### config.mk
export PLATFORM = sky130hd
export DESIGN_NAME = integer_day_linear_resampler
export DESIGN_NICKNAME = d
export VERILOG_FILES = /design/src/hdl/idlr_pkg.sv /design/src/hdl/integer_day_linear_resampler.sv /design/src/hdl/idlr_div.sv /design/src/hdl/idlr_blend.sv
export SDC_FILE = /design/constraint.sdc
export NUM_CORES = 2
export LEC_CHECK = 0
export BUFFER_PORTS_ARGS = -buffer_cell sky130_fd_sc_hd__clkbuf_2
export CAP_MARGIN = 20
export CELL_PAD_IN_SITES_DETAIL_PLACEMENT = 2
export CELL_PAD_IN_SITES_GLOBAL_PLACEMENT = 2
export CORE_MARGIN = 2
export CORE_UTILIZATION = 46
export DETAILED_ROUTE_END_ITERATION = 8
export HOLD_SLACK_MARGIN = 0.1
export PLACE_DENSITY_LB_ADDON = 0.1
export SLEW_MARGIN = 15
export SYNTH_ARGS = -nofsm -noshare
export SYNTH_HDL_FRONTEND = slang
export SYNTH_SLANG_ARGS = --single-unit
### constraint.sdc
create_clock -name clk -period 14.9 [get_ports clk]
set_input_delay 2.235 -clock clk [delete_from_list [all_inputs] [get_ports clk]]
set_output_delay 2.235 -clock clk [all_outputs]
set_load 0.05 [all_outputs]
### src/hdl/idlr_pkg.sv
// Shared widths and defaults for the integer-day linear resampler.
// No dependencies; used by every RTL module and the checker.
`timescale 1ns / 1ps

package idlr_pkg;

  localparam int TIME_W        = 32;  // sample time, unsigned fixed point
  localparam int VAL_W         = 32;  // sample value, signed Q16.16
  localparam int DAY_W         = 17;  // day field on the result channel
  localparam int WGT_W         = 32;  // interpolation weight, Q1.31 in (0, 1]
  localparam int PROD_W        = VAL_W + WGT_W;

  localparam int MAX_GAP_DEF   = 32;
  localparam int FRAC_BITS_DEF = 16;

  localparam int IN_TDATA_W    = 64;  // time + value
  localparam int OUT_TDATA_W   = 56;  // day + value, zero padded to bytes

  // One quotient bit per divider step
  localparam int DIV_STEPS     = WGT_W;
  localparam int DIV_CNT_W     = $clog2(DIV_STEPS + 1);

endpackage

### src/hdl/integer_day_linear_resampler.sv
// Integer-day linear resampler top level: sequencer, series state, output register.
// Uses idlr_pkg, idlr_div and idlr_blend.
//
// Usage:
//   Input channel in_*: one sample per transfer, time and value in in_tdata, in_tlast
//   marks the final sample of a series. Result channel out_*: one whole-day point per
//   transfer, out_tlast on the final point caused by a sample, out_tuser flags a gap
//   longer than MAX_GAP days (only MAX_GAP points are then given).
//   Rate: one sample at a time. Each interpolated day waits for the serial divider (one weight
//   bit per cycle, 32 bits) and then the registered multiply/round stage. in_tready is high
//   only while no sample is being worked on.
//   Output: a result register holds each point; the next sample may be taken while
//   the final point of the previous one still waits. When out_tready is low the
//   sequencer holds its next point until the register is free; nothing is dropped.
//   Reset: synchronous, active low; clears the series state (no previous sample)
//   and empties the result register.
`timescale 1ns / 1ps

module integer_day_linear_resampler
  import idlr_pkg::*;
#(
  parameter int MAX_GAP   = MAX_GAP_DEF,
  parameter int FRAC_BITS = FRAC_BITS_DEF
) (
  input  logic                   clk,
  input  logic                   rst_n,
  input  logic                   in_tvalid,
  output logic                   in_tready,
  input  logic [IN_TDATA_W-1:0]  in_tdata,   // [31:0] sample_time, [63:32] sample_value
  input  logic                   in_tlast,   // last_sample
  output logic                   out_tvalid,
  input  logic                   out_tready,
  output logic [OUT_TDATA_W-1:0] out_tdata,  // [16:0] day, [48:17] day_value, rest zero
  output logic                   out_tlast,  // last_of_run
  output logic                   out_tuser   // gap_overflow
);

  localparam int ND_W  = TIME_W - FRAC_BITS + 1;   // day count incl. one past the end
  localparam int CNT_W = $clog2(MAX_GAP + 1);

  typedef enum logic [5:0] {
    S_IDLE  = 6'b000001,
    S_START = 6'b000010,
    S_DIV   = 6'b000100,
    S_MUL   = 6'b001000,
    S_PUT   = 6'b010000,
    S_FIN   = 6'b100000
  } state_t;

  state_t state_r, state_nxt;

  // series state
  logic [TIME_W-1:0]       prev_time_r, prev_time_nxt;
  logic signed [VAL_W-1:0] prev_value_r, prev_value_nxt;
  logic                    have_prev_r, have_prev_nxt;
  logic [ND_W-1:0]         next_day_r, next_day_nxt;

  // current sample and run bookkeeping
  logic [TIME_W-1:0]       cur_time_r, cur_time_nxt;
  logic signed [VAL_W-1:0] cur_value_r, cur_value_nxt;
  logic                    cur_last_r, cur_last_nxt;
  logic [ND_W-1:0]         d_r, d_nxt;
  logic [CNT_W-1:0]        days_left_r, days_left_nxt;
  logic                    tail_pend_r, tail_pend_nxt;
  logic                    ovf_r, ovf_nxt;

  // pending point
  logic [DAY_W-1:0]        res_day_r, res_day_nxt;
  logic signed [VAL_W-1:0] res_val_r, res_val_nxt;
  logic                    res_last_r, res_last_nxt;

  // output register
  logic                    out_valid_r, out_valid_nxt;
  logic [DAY_W-1:0]        out_day_r;
  logic signed [VAL_W-1:0] out_val_r;
  logic                    out_last_r, out_ovf_r;
  logic                    out_load, out_free;

  // input decode
  logic [TIME_W-1:0]       in_time;
  logic signed [VAL_W-1:0] in_val;
  logic [ND_W-1:0]         fl, fl_p1, gap;
  logic                    gap_big, in_frac;

  // shared units
  logic                    div_start, div_done;
  logic [TIME_W-1:0]       div_num, div_den;
  logic [WGT_W-1:0]        div_quo;
  logic [ND_W+FRAC_BITS-1:0] d_scaled;
  logic                    blend_start, blend_done;
  logic signed [VAL_W-1:0] blend_q;

  assign in_time = in_tdata[TIME_W-1:0];
  assign in_val  = in_tdata[TIME_W+VAL_W-1:TIME_W];
  assign fl      = ND_W'(in_time >> FRAC_BITS);
  assign fl_p1   = fl + 1'b1;
  assign gap     = fl_p1 - next_day_r;
  assign gap_big = gap > ND_W'(MAX_GAP);
  assign in_frac = in_time[FRAC_BITS-1:0] != '0;

  assign in_tready = (state_r == S_IDLE);
  assign out_free  = !out_valid_r || out_tready;

  // weight operands: day position and span since the previous sample
  assign d_scaled = {d_r, {FRAC_BITS{1'b0}}};
  assign div_num  = d_scaled[TIME_W-1:0] - prev_time_r;
  assign div_den  = cur_time_r - prev_time_r;

  idlr_div u_div (
    .clk   (clk),
    .rst_n (rst_n),
    .start (div_start),
    .num   (div_num),
    .den   (div_den),
    .done  (div_done),
    .quo   (div_quo)
  );

  idlr_blend u_blend (
    .clk        (clk),
    .rst_n      (rst_n),
    .start      (blend_start),
    .wgt        (div_quo),
    .prev_value (prev_value_r),
    .cur_value  (cur_value_r),
    .done       (blend_done),
    .result     (blend_q)
  );

  // sequencer
  always_comb begin
    state_nxt      = state_r;
    prev_time_nxt  = prev_time_r;
    prev_value_nxt = prev_value_r;
    have_prev_nxt  = have_prev_r;
    next_day_nxt   = next_day_r;
    cur_time_nxt   = cur_time_r;
    cur_value_nxt  = cur_value_r;
    cur_last_nxt   = cur_last_r;
    d_nxt          = d_r;
    days_left_nxt  = days_left_r;
    tail_pend_nxt  = tail_pend_r;
    ovf_nxt        = ovf_r;
    res_day_nxt    = res_day_r;
    res_val_nxt    = res_val_r;
    res_last_nxt   = res_last_r;
    div_start      = 1'b0;
    blend_start    = 1'b0;
    out_load       = 1'b0;

    case (state_r)
      S_IDLE: begin
        if (in_tvalid) begin
          cur_time_nxt  = in_time;
          cur_value_nxt = in_val;
          cur_last_nxt  = in_tlast;
          ovf_nxt       = 1'b0;
          days_left_nxt = '0;
          tail_pend_nxt = in_tlast && in_frac;
          if (!have_prev_r) begin
            // first sample of a series: floor day with its own value
            res_day_nxt  = DAY_W'(fl);
            res_val_nxt  = in_val;
            res_last_nxt = !(in_tlast && in_frac);
            next_day_nxt = fl_p1;
            state_nxt    = S_PUT;
          end else if (fl_p1 > next_day_r) begin
            d_nxt         = next_day_r;
            next_day_nxt  = fl_p1;
            ovf_nxt       = gap_big;
            days_left_nxt = gap_big ? CNT_W'(MAX_GAP) : CNT_W'(gap);
            state_nxt     = S_START;
          end else if (in_tlast && in_frac) begin
            res_day_nxt   = DAY_W'(next_day_r);
            res_val_nxt   = in_val;
            res_last_nxt  = 1'b1;
            tail_pend_nxt = 1'b0;
            state_nxt     = S_PUT;
          end else begin
            state_nxt = S_FIN;
          end
        end
      end
      S_START: begin
        div_start = 1'b1;
        state_nxt = S_DIV;
      end
      S_DIV: begin
        if (div_done) begin
          blend_start = 1'b1;
          state_nxt   = S_MUL;
        end
      end
      S_MUL: begin
        if (blend_done) begin
          res_day_nxt   = DAY_W'(d_r);
          res_val_nxt   = blend_q;
          res_last_nxt  = (days_left_r == CNT_W'(1)) && !tail_pend_r;
          d_nxt         = d_r + 1'b1;
          days_left_nxt = days_left_r - 1'b1;
          state_nxt     = S_PUT;
        end
      end
      S_PUT: begin
        if (out_free) begin
          out_load = 1'b1;
          if (days_left_r != '0) begin
            state_nxt = S_START;
          end else if (tail_pend_r) begin
            // trailing point: ceiling day with the last value
            res_day_nxt   = DAY_W'(next_day_r);
            res_val_nxt   = cur_value_r;
            res_last_nxt  = 1'b1;
            tail_pend_nxt = 1'b0;
          end else begin
            state_nxt = S_FIN;
          end
        end
      end
      S_FIN: begin
        if (cur_last_r) begin
          prev_time_nxt  = '0;
          prev_value_nxt = '0;
          have_prev_nxt  = 1'b0;
          next_day_nxt   = '0;
        end else begin
          prev_time_nxt  = cur_time_r;
          prev_value_nxt = cur_value_r;
          have_prev_nxt  = 1'b1;
        end
        state_nxt = S_IDLE;
      end
      default: begin
        state_nxt = S_IDLE;
      end
    endcase
  end

  // result register valid
  always_comb begin
    if (out_load) begin
      out_valid_nxt = 1'b1;
    end else if (out_tready) begin
      out_valid_nxt = 1'b0;
    end else begin
      out_valid_nxt = out_valid_r;
    end
  end

  // control and series state
  always_ff @(posedge clk) begin
    if (!rst_n) begin
      state_r      <= S_IDLE;
      prev_time_r  <= '0;
      prev_value_r <= '0;
      have_prev_r  <= 1'b0;
      next_day_r   <= '0;
      days_left_r  <= '0;
      tail_pend_r  <= 1'b0;
      out_valid_r  <= 1'b0;
    end else begin
      state_r      <= state_nxt;
      prev_time_r  <= prev_time_nxt;
      prev_value_r <= prev_value_nxt;
      have_prev_r  <= have_prev_nxt;
      next_day_r   <= next_day_nxt;
      days_left_r  <= days_left_nxt;
      tail_pend_r  <= tail_pend_nxt;
      out_valid_r  <= out_valid_nxt;
    end
  end

  // payload
  always_ff @(posedge clk) begin
    cur_time_r  <= cur_time_nxt;
    cur_value_r <= cur_value_nxt;
    cur_last_r  <= cur_last_nxt;
    d_r         <= d_nxt;
    ovf_r       <= ovf_nxt;
    res_day_r   <= res_day_nxt;
    res_val_r   <= res_val_nxt;
    res_last_r  <= res_last_nxt;
    if (out_load) begin
      out_day_r  <= res_day_r;
      out_val_r  <= res_val_r;
      out_last_r <= res_last_r;
      out_ovf_r  <= ovf_r;
    end
  end

  assign out_tvalid = out_valid_r;
  assign out_tdata  = {{(OUT_TDATA_W - DAY_W - VAL_W){1'b0}}, out_val_r, out_day_r};
  assign out_tlast  = out_last_r;
  assign out_tuser  = out_ovf_r;

endmodule

### src/hdl/idlr_div.sv
// Serial restoring divider: weight = floor(num * 2^31 / den), one bit per cycle.
// Requires 0 < num <= den. Depends on idlr_pkg.
`timescale 1ns / 1ps

module idlr_div
  import idlr_pkg::*;
(
  input  logic              clk,
  input  logic              rst_n,
  input  logic              start,
  input  logic [TIME_W-1:0] num,
  input  logic [TIME_W-1:0] den,
  output logic              done,
  output logic [WGT_W-1:0]  quo
);

  logic [TIME_W:0]    rem_r, rem_nxt;
  logic [TIME_W-1:0]  den_r, den_nxt;
  logic [WGT_W-1:0]   quo_r, quo_nxt;
  logic [DIV_CNT_W-1:0] cnt_r, cnt_nxt;
  logic               busy_r, busy_nxt;
  logic               done_r, done_nxt;

  logic               ge;
  logic [TIME_W:0]    diff;
  logic [TIME_W:0]    keep;

  // compare-subtract step shared by every quotient bit
  assign diff = rem_r - {1'b0, den_r};
  assign ge   = rem_r >= {1'b0, den_r};
  assign keep = ge ? diff : rem_r;

  always_comb begin
    rem_nxt  = rem_r;
    den_nxt  = den_r;
    quo_nxt  = quo_r;
    cnt_nxt  = cnt_r;
    busy_nxt = busy_r;
    done_nxt = 1'b0;
    if (start) begin
      rem_nxt  = {1'b0, num};
      den_nxt  = den;
      cnt_nxt  = DIV_CNT_W'(DIV_STEPS);
      busy_nxt = 1'b1;
    end else if (busy_r) begin
      quo_nxt = {quo_r[WGT_W-2:0], ge};
      rem_nxt = {keep[TIME_W-1:0], 1'b0};
      cnt_nxt = cnt_r - 1'b1;
      if (cnt_r == DIV_CNT_W'(1)) begin
        busy_nxt = 1'b0;
        done_nxt = 1'b1;
      end
    end
  end

  always_ff @(posedge clk) begin
    if (!rst_n) begin
      busy_r <= 1'b0;
      done_r <= 1'b0;
      cnt_r  <= '0;
    end else begin
      busy_r <= busy_nxt;
      done_r <= done_nxt;
      cnt_r  <= cnt_nxt;
    end
  end

  always_ff @(posedge clk) begin
    rem_r <= rem_nxt;
    den_r <= den_nxt;
    quo_r <= quo_nxt;
  end

  assign done = done_r;
  assign quo  = quo_r;

endmodule

### src/hdl/idlr_blend.sv
// Blend stage: prev + round(delta * w / 2^31), half away from zero.
// Three registered steps: magnitude, multiply, round and add. Depends on idlr_pkg.
`timescale 1ns / 1ps

module idlr_blend
  import idlr_pkg::*;
(
  input  logic                    clk,
  input  logic                    rst_n,
  input  logic                    start,
  input  logic [WGT_W-1:0]        wgt,
  input  logic signed [VAL_W-1:0] prev_value,
  input  logic signed [VAL_W-1:0] cur_value,
  output logic                    done,
  output logic signed [VAL_W-1:0] result
);

  logic signed [VAL_W:0]   delta;
  logic [VAL_W:0]          delta_abs;
  logic [VAL_W-1:0]        mag_r;
  logic                    neg_r, neg2_r;
  logic [WGT_W-1:0]        wgt_r;
  logic [PROD_W-1:0]       prod_r;
  logic [PROD_W:0]         rnd;
  logic [VAL_W-1:0]        r_mag;
  logic [VAL_W+1:0]        base;
  logic [VAL_W+1:0]        sum;
  logic signed [VAL_W-1:0] res_r;
  logic                    v1_r, v2_r, done_r;

  // difference of the two samples is exact in 33 bits
  assign delta     = {cur_value[VAL_W-1], cur_value} - {prev_value[VAL_W-1], prev_value};
  assign delta_abs = delta[VAL_W] ? (~delta + 1'b1) : delta;

  // round the Q1.31 product back to value scale
  assign rnd   = {1'b0, prod_r} + (PROD_W + 1)'(64'd1 << (WGT_W - 2));
  assign r_mag = rnd[VAL_W + WGT_W - 2 : WGT_W - 1];
  assign base  = {{2{prev_value[VAL_W-1]}}, prev_value};
  assign sum   = neg2_r ? (base - {2'b00, r_mag}) : (base + {2'b00, r_mag});

  always_ff @(posedge clk) begin
    if (!rst_n) begin
      v1_r   <= 1'b0;
      v2_r   <= 1'b0;
      done_r <= 1'b0;
    end else begin
      v1_r   <= start;
      v2_r   <= v1_r;
      done_r <= v2_r;
    end
  end

  always_ff @(posedge clk) begin
    if (start) begin
      mag_r <= delta_abs[VAL_W-1:0];
      neg_r <= delta[VAL_W];
      wgt_r <= wgt;
    end
    if (v1_r) begin
      prod_r <= PROD_W'(mag_r) * PROD_W'(wgt_r);
      neg2_r <= neg_r;
    end
    if (v2_r) begin
      res_r <= sum[VAL_W-1:0];
    end
  end

  assign done   = done_r;
  assign result = res_r;

endmodule

=== Yosys cells after proc, flatten, opt, wreduce, memory -nomap -nowiden ===
Cells that the tools add are included.

* Word-level logic and storage cells: 184
* ROM bits: 0
* Memories: 0
* Input port bits: 69
* Register bits after elaboration: 549
* Bits in writable memories: 0
* Latch bits: 0
* Output and inout bits: 60

* Multiply operators: 1
* Reduce and logical (&&, ||, !) cells: 25
* Bitwise operators: 4
* Shift-type cells: 0
* Equality and inequality tests: 21
* Order comparisons: 3
* Divide/modulo/power cells: 0
* Add/subtract/negate cells: 13
* Mux-type cells: 80

{| class="wikitable"
|+ Operators with widths
! kind !! number
|-
| $mux W32 || 15
|-
| $mux W17 || 16
|-
| $sub A32 B32 Y32 || 4
|-
| $mux W6 || 16
|-
| $pmux W32 S3 || 1
|-
| $pmux W17 S2 || 2
|-
| $add A63 B31 Y63 const B || 1
|-
| $mul A32 B32 Y63 || 1
|-
| $pmux W17 S3 || 1
|-
| $ge A33 B32 Y1 || 1
|-
| $sub A32 B32 Y33 || 1
|-
| $add A32 B1 Y32 const B || 1
|-
| $add A32 B32 Y32 || 1
|-
| $not A32 Y32 || 1
|-
| $pmux W6 S5 || 1
|-
| $mux W1 || 25
|-
| $eq A6 B1 Y1 const B || 3
|-
| $add A16 B1 Y17 const B || 1
|-
| $add A17 B1 Y17 const B || 1
|-
| $gt A17 B17 Y1 || 1
|-
| $gt A17 B6 Y1 const B || 1
|-
| $sub A17 B17 Y17 || 1
|-
| $reduce_bool A16 Y1 || 1
|-
| $pmux W6 S2 || 1
|-
| 26 further kinds || 49
|}

=== Depth between registers and ports, before layout ===
* Depth after elaboration: 8
* Gate-level depth with buffers: 30
* Gate-level depth less buffers: 29

=== Cells and area by module ===
Synthesis repeated with hierarchy kept, for this count alone.

* Cell total of the unflattened synthesis: 6547
* Area total of the unflattened synthesis: 63229.4 um^2

{| class="wikitable"
|+ Modules (own cells, without submodules)
! module !! area each (um^2) !! times used !! cells each
|-
| idlr_blend || 42383.1 || 1 || 4554
|-
| integer_day_linear_resampler || 14909.3 || 1 || 1485
|-
| idlr_div || 5936.9 || 1 || 508
|}

=== Worst setup path before layout ===
OpenSTA, ideal clock, no wires.

* Path type: input-to-reg
* From: in in_tdata[16]
* To: reg res_day_r[0], enable pin
* Arrival time: 9.449 ns
* Cell stages on the path: 12
* Path buffers: 0
* Slack: 4.870 ns
* Library setup time: 0.582 ns
* Path through: ha_1 -> and3_1 -> xor2_1 -> ha_1 -> a2111oi_0 -> a21oi_1 -> o21ai_0 -> a21oi_1 -> o221ai_1 -> or2_2 -> o21ai_0 -> nor4_1

* Longest elaborated chain between the ends: 4

{| class="wikitable"
|+ RTL lines
! element !! RTL line !! RTL
|-
| start, declared || integer_day_linear_resampler.sv:29 || <nowiki>input logic [IN_TDATA_W-1:0] in_tdata,</nowiki>
|-
| $add A16 B1 Y17 || integer_day_linear_resampler.sv:96 || <nowiki>assign fl_p1 = fl + 1'b1;</nowiki>
|-
| $gt A17 B17 Y1 || integer_day_linear_resampler.sv:167 || <nowiki>end else if (fl_p1 > next_day_r) begin</nowiki>
|-
| $ne A3 B3 Y1 (no source line) || n/a ||
|-
| $reduce_and A8 Y1 (no source line) || n/a ||
|-
| end signal, assigned || integer_day_linear_resampler.sv:280 || <nowiki>res_day_r <= res_day_nxt;</nowiki>
|-
| end, declared || integer_day_linear_resampler.sv:68 || <nowiki>logic [DAY_W-1:0] res_day_r, res_day_nxt;</nowiki>
|}

No other way between the ends.
A chain may end at the register's enable or synchronous reset.

=== Worst setup path in the final report ===
* From: reg u_blend.wgt_r[10]
* To: reg u_blend.prod_r[52], data pin

* Longest elaborated chain between the ends: 1

{| class="wikitable"
|+ RTL lines
! element !! RTL line !! RTL
|-
| start, declared || idlr_blend.sv:22 || <nowiki>logic [WGT_W-1:0] wgt_r;</nowiki>
|-
| start signal, assigned || idlr_blend.sv:57 || <nowiki>wgt_r <= wgt;</nowiki>
|-
| $mul A32 B32 Y63 || idlr_blend.sv:60 || <nowiki>prod_r <= PROD_W'(mag_r) * PROD_W'(wgt_r);</nowiki>
|-
| end signal, assigned || idlr_blend.sv:60 ||
|-
| end, declared || idlr_blend.sv:23 || <nowiki>logic [PROD_W-1:0] prod_r;</nowiki>
|}

No other way between the ends.

==> impl_metrics.json <==
{
  "drt-met1-wl_mm": 92.1,
  "route.met2.wl_mm": 109,
  "critPathLaunch": "u_blend.wgt_r[10]$_DFFE_PP_",
  "reg2reg_to": "u_blend.prod_r[52]$_DFFE_PP_",
  "clk_pin_slew_ns": 0.07,
  "max_stage_delay_ns": 1.04,
  "vias": 47555,
  "num-nets-final": 7763,
  "crit_fanout": 21,
  "antenna_left": 0,
  "multiInputGateArea_mm2": 0.0420,
  "switching_share_pct": 35.0,
  "wl_per_cell_um": 26.9,
  "slew_viol_final": 0,
  "whs_ns": 0.415,
  "clock-root-buffer": "clkbuf_16",
  "place_congestion": 0.857,
  "io_pins": 129,
  "cp_common_cell": "fa_1",
  "clk_latency_ns": 0.67,
  "power_frac_comb_pct": 28.1,
  "die_y_um": 370,
  "pwr-share-seq_pct": 40.4,
  "critPathLaunchType": "register",
  "grt_pass1_vias": 55473,
  "wl_mm": 221,
  "tritoncts": "built",
  "coreArea_mm2": 0.133,
  "slew_headroom_pct": 23.4,
  "end_kind": "register",
  "clockBufferDepth": 3,
  "dp_hpwl_mm": 162,
  "fin_crit_ns": 9.65,
  "synth_edf_count": 411,
  "fmax_mhz": 104,
  "setup_viol": 0,
  "grt_max_degree": 84,
  "htree_levels": 2,
  "crit_path_end": "u_blend.prod_r[52]$_DFFE_PP_",
  "grt_usage_pct": 32.7,
  "cts_setup_buffers": 0,
  "syn_avg_cell_area_um2": 9.62,
  "gr-total-overflow": 0,
  "crit_arrival_ns": 10.05,
  "clkSinkCount": 519,
  "fillers": 13962,
  "netlist_instances": 6405,
  "power.density_mw_per_mm2": 74.7,
  "p_sw_mw": 1.73,
  "p_clk_share_pct": 31.6,
  "drive_above_1_share_pct": 5.54,
  "min_path_type": "register to register",
  "yosys.cell_types.count": 92,
  "worst_ep_required_time_ns": 15.30,
  "die_w_um": 370,
  "tns_ns": 0,
  "cts_hold_buf": 0,
  "cts_resized": 0,
  "dieArea_mm2": 0.137,
  "p_leak_nw": 29.3,
  "synth-seq-area-share_pct": 23.5,
  "initial_core_util_pct": 46.3,
  "antenna_found_initial": 8,
  "regToRegSetupSlack_ns": 5.25,
  "max-cap-violations": 0,
  "crit_type": "register to register",
  "worst_pin_slew_ns": 1.15,
  "areaGrowthSynthToFinish_pct": 7.06,
  "grt_setup_unrepaired": "no",
  "vias_per_cell": 5.81,
  "vdd_drop_max_mv": 0.103,
  "syn_area_mm2": 0.0616,
  "io_buffers": 121,
  "fin_skew_ns": 0.0432,
  "r2r_cells": 28,
  "final_hold_viol_count": 0,
  "r2r_start": "u_blend.wgt_r[10]$_DFFE_PP_",
  "route.detailed.drc": 0,
  "min_period_over_period_pct": 64.8,
  "grt_pass1_wl_mm": 342,
  "wl_met3_mm": 11.2,
  "maxUsedRoutingLayer": "met5",
  "synthFlopType": "edfxtp_1",
  "p_int_mw": 3.20,
  "synth_seq_cells": 519,
  "synthArstFlopShare_pct": 0,
  "drt-pass1-iter-count": 8,
  "cts_buffers": 58,
  "outcome": "complete, no violations",
  "fp-row-count": 134,
  "drtIter0Drc": 3060,
  "yosysWarnings": 0,
  "seqCellArea_mm2": 0.0145,
  "slowest_stage": "edfxtp_1"
}
power groups by stage:
| stage | sequential, mW | combinational, mW | clock [mW] |
|---|---|---|---|
| 4_1_cts | 1.98 | 1.38 | 1.58 |
| 3_5_place_dp | 2.00 | 1.36 | 0 |
| 2_1_floorplan | 2.01 | 0.897 | 0 |
| 3_3_place_gp | 1.99 | 1.28 | 0 |
| 5_1_grt | 2.00 | 1.51 | 1.62 |
| 6_report | 1.99 | 1.38 | 1.56 |
cells in the mapped netlist (8+ instances only):
master,n,share of area [%]
o41ai_1,8,0.11
nand2b_1,35,0.36
or3_1,17,0.17
and2_1,613,6.2
a211oi_1,33,0.40
o211ai_1,12,0.15
o21bai_1,17,0.21
xor2_1,102,1.4
o2111ai_1,8,0.11
fa_1,899,29
nand2_1,684,4.2
o31a_1,9,0.13
a21o_1,79,0.96
buf_1,11,0.067
edfxtp_1,411,20
a21boi_0,16,0.19
o21ai_0,150,1.2
a31oi_1,40,0.41
nor3b_1,75,0.91
and3_1,41,0.42
a222oi_1,16,0.26
nand3_1,63,0.51
nand4_1,40,0.41
nor3_1,66,0.54
o21ai_1,8,0.065
a21oi_1,278,2.3
nor2_1,266,1.6
a211o_1,8,0.11
and4_1,9,0.13
a31o_2,8,0.11
a22oi_1,38,0.46
inv_1,1066,6.5
nor2b_1,39,0.40
or2_2,12,0.12
nor4_1,22,0.22
ha_1,423,8.6
o21a_1,33,0.40
clkbuf_1,285,1.7
dfxtp_1,108,3.5
xnor2_1,194,2.8
mux2i_1,10,0.16
o31ai_1,13,0.16
how the worst min path moves through the flow:
stage / from / endpoint / slack [ns] / cells after the start
after floorplan: res_day_r[0]$_DFFE_PP_ / out_day_r[0]$_DFFE_PP_ / 0.40 / 0
after global routing: res_val_r[1]$_DFFE_PP_ / out_val_r[1]$_DFFE_PP_ / 0.42 / 0
after detailed placement: res_val_r[19]$_DFFE_PP_ / out_val_r[19]$_DFFE_PP_ / 0.41 / 0
after global placement: res_val_r[21]$_DFFE_PP_ / out_val_r[21]$_DFFE_PP_ / 0.40 / 0
after CTS: res_val_r[1]$_DFFE_PP_ / out_val_r[1]$_DFFE_PP_ / 0.42 / 0
final: res_val_r[24]$_DFFE_PP_ / out_val_r[24]$_DFFE_PP_ / 0.42 / 0
per-stage QoR:
step	total power, mW	utilization [%]	worst slack, ns	std cells	instance area, um2
after global placement	3.28	48.1	5.36	8080	64000
final	4.93	49.6	5.25	8191	66000
after global routing	5.14	49.6	4.89	8190	66000
after CTS	4.94	49.5	4.88	8189	65900
after detailed placement	3.37	48.1	4.87	8080	64000
after floorplan	2.91	-	4.87	6411	61600
worst max-delay path: cells and delay by family, from the launching register on:
family	cells	cell delay, ns
XOR/XNOR	1	0.17
buffers and inverters	8	0.79
AND/OR/NAND/NOR	3	1.12
adder cells (fa/ha/maj)	9	4.16
flip-flops	1	1.04
AO/OA/AOI/OAI	7	2.12
registers in the layout (all words and copies together), names as in the netlist, 32 cells and up:
name,flops
cur_time_r,32
cur_value_r,32
out_val_r,32
prev_time_r,32
prev_value_r,32
res_val_r,32
u_blend.mag_r,32
u_blend.prod_r,33
u_blend.result,32
u_blend.wgt_r,32
u_div.den_r,32
u_div.quo,32
u_div.rem_r,33
layout make-up:
cell class              count  share of cell area, %
inverters                1068                   6.08
repair buffers            209                   1.92
multi-input cells        4516                   63.7
clock inverters            31                  0.586
diodes                      2                0.00759
clock buffers              78                   2.41
well taps                1768                   3.35
flip-flops and latches    519                   22.0
cells by family (layout without fill, tap and decap cells):
group | Yosys count | in the layout | share of synthesized area [%]
simple gates | 2021 | 2021 | 16.8
buf+inv | 1376 | 1386 | 8.46
fa+ha+maj | 1322 | 1322 | 37.8
compound gates | 853 | 853 | 8.94
flops | 519 | 519 | 23.5
xor+xnor | 296 | 296 | 4.21
mux | 17 | 17 | 0.296
other cells | 1 | 9 | 0.00609
per-layer routing:
layer,global-route usage (%),vias up
met2,56.5,1397
li1,-,20445
met1,42.9,25287
met5,0,-
met4,10.9,4
met3,3.60,422
cells in the final DEF (no fill, tap or decap), types with 33 or more instances in the layout:
cell       Yosys  layout
inv_1       1066    1065
nor3_1        66      65
and3_1        41      41
ha_1         423     423
a22oi_1       38      38
nand2b_1      35      35
nand2_1      684     684
xnor2_1      194     194
dfxtp_1      108     107
xor2_1       102     102
clkbuf_16      0      58
nor3b_1       75      73
a31oi_1       40      40
and2_1       613     612
o21ai_0      150     150
clkbuf_2       0     121
fa_1         899     899
o21a_1        33      33
a21o_1        79      79
buf_4          7      88
nor2_1       266     264
nand3_1       63      63
edfxtp_1     411     411
nand4_1       40      40
a21oi_1      278     277
nor2b_1       39      39
a211oi_1      33      33
Power figures use the tool's default switching activity.
